$ cat config.mk
export PLATFORM = sky130hd
export DESIGN_NAME = tfn_sqrt
export DESIGN_NICKNAME = d
export VERILOG_FILES = /design/src/design/tfn_pkg.sv /design/src/design/tfn_sqrt.sv
export SDC_FILE = /design/constraint.sdc
export NUM_CORES = 2
export LEC_CHECK = 0
export ABC_CLOCK_PERIOD_IN_PS = 21200
export BUFFER_PORTS_ARGS = -buffer_cell sky130_fd_sc_hd__buf_2
export CAP_MARGIN = 20
export CORE_MARGIN = 1
export CORE_UTILIZATION = 37
export DETAILED_ROUTE_END_ITERATION = 8
export MAX_ROUTING_LAYER = met4
export PLACE_DENSITY = 0.54
export RECOVER_POWER = 100
export SKIP_LAST_GASP = 1
export SLEW_MARGIN = 10
export SYNTH_ARGS = -nofsm -noshare
export SYNTH_HDL_FRONTEND = slang
export SYNTH_SLANG_ARGS = --single-unit
$ cat constraint.sdc
create_clock -name clock -period 21.2 [get_ports clock]
set_clock_uncertainty 0.15 [all_clocks]
set_input_delay 4.24 -clock clock [delete_from_list [all_inputs] [get_ports clock]]
set_output_delay 4.24 -clock clock [all_outputs]
set_load 0.005 [all_outputs]
$ cat src/design/tfn_pkg.sv
// Shared definitions for the triangle face normal unit.
// Holds the axis count, the result width and the per-transaction flag bundle.
// No dependencies.
`timescale 1ns / 1ps

package tfn_pkg;

   // Number of vector components (x, y, z).
   localparam int NUM_AXES = 3;

   // Width of each normal component on the result channel.
   localparam int NORMAL_WIDTH = 16;

   // Flags that travel alongside each transaction from the cross product stage on.
   typedef struct packed {
      logic [NUM_AXES-1:0] neg;  // Sign of each cross product component.
      logic                deg;  // Cross product is the zero vector.
   } flags_type;

endpackage

$ cat src/design/tfn_sqrt.sv
// Pipelined integer square root of each quotient, one root bit per stage.
// The running square is updated incrementally, so no multiplier is needed.
// Depends on tfn_pkg.
`timescale 1ns / 1ps

module tfn_sqrt
   import tfn_pkg::*;
#(
   parameter int NORMAL_FRAC_BITS = 14,
   localparam int QW = 2 * NORMAL_FRAC_BITS + 1,
   localparam int RW = NORMAL_FRAC_BITS + 1
) (
   input  logic                          clock,
   input  logic                          reset,
   input  logic                          in_valid,
   output logic                          in_stall,
   input  logic [NUM_AXES-1:0][QW-1:0]   in_val,
   input  flags_type                     in_flags,
   output logic                          out_valid,
   input  logic                          out_stall,
   output logic [NUM_AXES-1:0][RW-1:0]   out_root,
   output flags_type                     out_flags
);

   localparam int NQ = RW;
   localparam int R2W = 2 * NORMAL_FRAC_BITS + 2;
   localparam int R2X = R2W + 1;

   // Stage valid bits and the stall chain.
   logic [NQ-1:0] v_ff, v_in, en;
   wire  [NQ:0]   st_c;
   wire  [NQ:0]   vs;

   assign st_c[NQ] = out_stall;
   assign vs[0]    = in_valid;

   genvar k;
   generate
      for (k = 0; k < NQ; k++) begin : g_flow
         assign st_c[k] = v_ff[k] && st_c[k+1];
         assign vs[k+1] = v_ff[k];
         assign en[k]   = !st_c[k];
         assign v_in[k] = en[k] ? vs[k] : v_ff[k];
      end
   endgenerate

   assign in_stall  = st_c[0];
   assign out_valid = v_ff[NQ-1];

   always_ff @(posedge clock) begin
      if (reset) begin
         v_ff <= '0;
      end else begin
         v_ff <= v_in;
      end
   end

   // Radicand, partial root and its square per stage.
   logic [QW-1:0]  val_ff [NQ][NUM_AXES], val_in [NQ][NUM_AXES];
   logic [RW-1:0]  r_ff [NQ][NUM_AXES], r_in [NQ][NUM_AXES];
   logic [R2W-1:0] r2_ff [NQ][NUM_AXES], r2_in [NQ][NUM_AXES];
   flags_type      f_ff [NQ], f_in [NQ];

   // Stage s tries root bit NORMAL_FRAC_BITS - s: (r + 2^b)^2 = r^2 + r*2^(b+1) + 2^(2b).
   always_comb begin
      logic [RW-1:0]  rp;
      logic [R2W-1:0] r2p;
      logic [R2X-1:0] t2;
      int             b;
      for (int s = 0; s < NQ; s++) begin
         b = NORMAL_FRAC_BITS - s;
         if (s == 0) begin
            f_in[s] = in_flags;
         end else begin
            f_in[s] = f_ff[s-1];
         end
         for (int i = 0; i < NUM_AXES; i++) begin
            if (s == 0) begin
               val_in[s][i] = in_val[i];
               rp  = '0;
               r2p = '0;
            end else begin
               val_in[s][i] = val_ff[s-1][i];
               rp  = r_ff[s-1][i];
               r2p = r2_ff[s-1][i];
            end
            t2 = R2X'(r2p) + (R2X'(rp) << (b + 1)) + (R2X'(1) << (2 * b));
            if (t2 <= R2X'(val_in[s][i])) begin
               r_in[s][i]  = rp | (RW'(1) << b);
               r2_in[s][i] = t2[R2W-1:0];
            end else begin
               r_in[s][i]  = rp;
               r2_in[s][i] = r2p;
            end
         end
      end
   end

   always_ff @(posedge clock) begin
      for (int s = 0; s < NQ; s++) begin
         if (en[s]) begin
            val_ff[s] <= val_in[s];
            r_ff[s]   <= r_in[s];
            r2_ff[s]  <= r2_in[s];
            f_ff[s]   <= f_in[s];
         end
      end
   end

   // Outputs.
   always_comb begin
      for (int i = 0; i < NUM_AXES; i++) begin
         out_root[i] = r_ff[NQ-1][i];
      end
   end
   assign out_flags = f_ff[NQ-1];

endmodule

==> impl_metrics.toml <==
[status]
outcome = "finished with violations"
violations_in_the_final_reports = "capacitance limit, slew limit"

[pwr]
cellPowerDensity_nw_per_um2 = 150
vdd.ir_drop.worst_mv = 0.0845
switching_share = 0.352
combinationalPowerShare = 0.393
seq_power_share = 0.381
clock_share_of_power = 0.225
power.static_leakage_nw = 47.3
p_int_w = 0.0114
switching_component_of_the_power_w = 0.00622

[die]
initial_core_util = 0.372
core_region_area_sq_um = 285000
die_outline_width_microns = 537
fp.dieH_microns = 537
io-pin-count = 146
row_count = 196
dieArea_sq_um = 288000

[clock_network]
tritoncts_clock_tree = "done"
cts-resized-gates = 0
clk_root_buffer_cell = "clkbuf_16"
numClockSinks = 2202
cts_inserted_buffers = 237
cts.clk_slew.worst_paths_ns = 0.06
clock_path_buffers = 4
worstSkewPairLatency_ns = 0.87
postCtsSetupBuffers = 0
postCtsHoldBufs = 0
htree_levels = 4

[sta]
max_clock_freq_mhz = 64.2
worst_slew_pin_tran_ns = 7.81
finalCritPeriodShare = 0.735
slew_headroom = -4.20
setup_total_negative_slack_ns = 0
fin_crit_ns = 15.58
setup_repair_after_global_routing_missed_its_margin = "no"
final_hold_viol_count = 0
finalSetupViolations = 0
finalMaxSlewViolations = 2182

[yosys]
synthesis.instances = 7884
synthDistinctLibCells = 111
synth_top_family_by_area = "adder cells"
post_synth_instance_area_sq_um = 106000
synth_edf_count = 2187
most_used_dff_post_synth = "edfxtp_1"
flops_latches_synth = 2202
syn-mean-instance-area_sq_um = 13.4
post_synth_and_or_nand_nor_area_fraction = 0.0948
multiplexer_area_fraction_after_synthesis = 0.0186
synth_compound_area_frac = 0.0771
async_flop_share = 0
post_synth_xor_area_fraction = 0.0577
sequential_cell_area_fraction_in_the_yosys_report = 0.623
yosysWarnings = 0
yosys.area_share.adder = 0.0975

[global_route]
grt_antenna_before_repair = 1
grt_remaining_overflow = 0
grt_pass1_vias = 60600
grt_pass1_wl_microns = 334000
grt_start_max_net_pins = 155
gr-usage-all-layers = 0.149

[drt]
drt_iter0_drc = 3145
detail_route.vias_per_cell = 4.93
antenna_left = 0
routed-via-count = 59900
drt-wirelength-per-cell_microns = 17.4
drt-total-wl_microns = 211000
drt_pass1_iterations = 5
post-route-drc-count = 0

[layout]
fraction_of_final_layout_cells_with_drive_strength_greater_than_1 = 0.0737
finalNonFillerCells = 12100
final_net_count = 9106
flow.area_growth_from_synthesis_pct = 11.6

[setup_path]
timing.reg2reg.setup_slack_ns = 10.64
crit_end_category = "primary output"
cp_data_arrival_time_ns = 11.19
worst_r2r_endpoint = "val_ff[1][224]"
kind_of_critical_path = "input port to primary output"
critical_path_required_ns = 16.81
critical_path.startpoint_type = "input port"
r2r_cells = 5
worstReg2RegStart = "v_ff[14]"
critPathMaxFanout = 69

[hold_path]
hold_path_startpoint = "f_ff[0][1]"
hold_class = "flip-flop to flip-flop"
hold_depth = 0
min_to = "f_ff[0][5]"

[flow_run]
drv.max_cap_violation_count = 31

[placed_design]
io_buffer_count = 145
dp_cells = 11700
place_hpwl_microns = 165000
gpl.final_weighted_congestion = 0.921
==> metal layers <==
layer,track usage,wire [microns]
met1,0.203,104000
met2,0.232,94200
met3,0.0173,6540
met4,0.0484,6500
met5,-,0
==> area by class of cell <==
class / count / area [sq um]
tap: 3762 / 4710
antenna: 1 / 2.50
multi-input combinational: 4871 / 36500
fill: 26100 / 167000
inverter: 699 / 2640
clock inverter: 142 / 1330
clock buffer: 284 / 6210
timing repair buffer: 175 / 805
sequential: 2202 / 66000
==> cell usage after synthesis, types with 22 or more instances <==
| library cell | instances | area (sq um) |
|---|---|---|
| a211oi_1 | 60 | 450 |
| a21o_1 | 185 | 1390 |
| a21oi_1 | 341 | 1710 |
| a31oi_1 | 61 | 382 |
| and2_1 | 96 | 601 |
| and3_1 | 80 | 500 |
| and4_1 | 41 | 359 |
| buf_4 | 56 | 420 |
| clkbuf_1 | 38 | 143 |
| edfxtp_1 | 2187 | 65700 |
| ha_1 | 825 | 10300 |
| inv_1 | 693 | 2600 |
| mux2_2 | 141 | 1590 |
| nand2_1 | 417 | 1570 |
| nand2b_1 | 62 | 388 |
| nand3_1 | 217 | 1090 |
| nand4_1 | 168 | 1050 |
| nor2_1 | 415 | 1560 |
| nor2b_1 | 74 | 463 |
| nor3_1 | 123 | 616 |
| nor3b_1 | 22 | 165 |
| nor4_1 | 112 | 701 |
| nor4b_1 | 23 | 201 |
| o211ai_1 | 32 | 240 |
| o21a_1 | 59 | 443 |
| o21ai_0 | 191 | 956 |
| o21bai_1 | 28 | 210 |
| or3_1 | 23 | 144 |
| xnor2_1 | 435 | 3810 |
| xor2_1 | 262 | 2290 |
==> registers in the layout (all words and copies together), names as in the netlist <==
signal and cells:
f_ff 60, r2_ff 585, r_ff 324, val_ff 1218
v_ff 15
==> power groups by stage <==
| stage | combinational, W | sequential (W) | clock [W] |
|---|---|---|---|
| after floorplan | 0.00547 | 0.00645 | 0 |
| after global routing | 0.00782 | 0.00685 | 0.00426 |
| after detailed placement | 0.00700 | 0.00683 | 0 |
| after CTS | 0.00706 | 0.00674 | 0.00411 |
| after global placement | 0.00682 | 0.00682 | 0 |
| final | 0.00695 | 0.00673 | 0.00398 |
==> placed cells by master (no fill, tap or decap), drive strengths merged, types with 208 or more instances in the layout <==
| cell | Yosys | layout |
|---|---|---|
| clkbuf | 38 | 342 |
| o21ai | 208 | 208 |
| a21oi | 346 | 346 |
| ha | 825 | 825 |
| edfxtp | 2187 | 2187 |
| inv | 697 | 694 |
| xor2 | 262 | 262 |
| nor2 | 418 | 418 |
| nand3 | 217 | 217 |
| nand2 | 417 | 417 |
| xnor2 | 435 | 435 |
==> through the flow <==
stage / power (W) / hold slack, ns / instance area (sq um) / utilization / worst slack, ns
2_1_floorplan: 0.0119 / 0.250 / 106000 / - / 0.772
3_3_place_gp: 0.0136 / 0.254 / 111000 / 0.389 / 8.91
3_5_place_dp: 0.0138 / 0.255 / 111000 / 0.389 / 8.94
4_1_cts: 0.0179 / 0.268 / 119000 / 0.416 / 8.92
5_1_grt: 0.0189 / 0.271 / 118000 / 0.415 / 4.52
6_report: 0.0177 / 0.265 / 118000 / 0.415 / 5.62
==> critical path: stages <==
cell and delay (ns):
clkbuf_1 0.13, and3_1 0.27, clkinvlp_2 2.30, nor2_1 1.09, and2_0 0.48, inv_6 0.19
nor3_1 0.64, clkbuf_1 0.37, nand4_1 0.16, clkbuf_1 0.77, inv_1 0.35, buf_2 0.17
==> worst max path at each step <==
stage,from,endpoint,slack (ns),cells after the start
floorplan,out_stall,in_stall,0.77,9
global placement,out_stall,in_stall,8.91,12
global route,out_stall,in_stall,4.52,12
detailed placement,out_stall,in_stall,8.94,12
CTS,out_stall,in_stall,8.92,12
finish,out_stall,in_stall,5.62,12
==> cell families (layout without fill, tap and decap cells) <==
kind of cell,count (synthesis),count (layout)
buffers and inverters,813,1300
multiplexers,172,172
AND/OR/NAND/NOR,1952,1952
adder cells (fa/ha/maj),825,825
XOR/XNOR,697,697
flip-flops,2202,2202
other,1,4
AO/OA/AOI/OAI,1222,1222
Power figures use the tool's default switching activity.
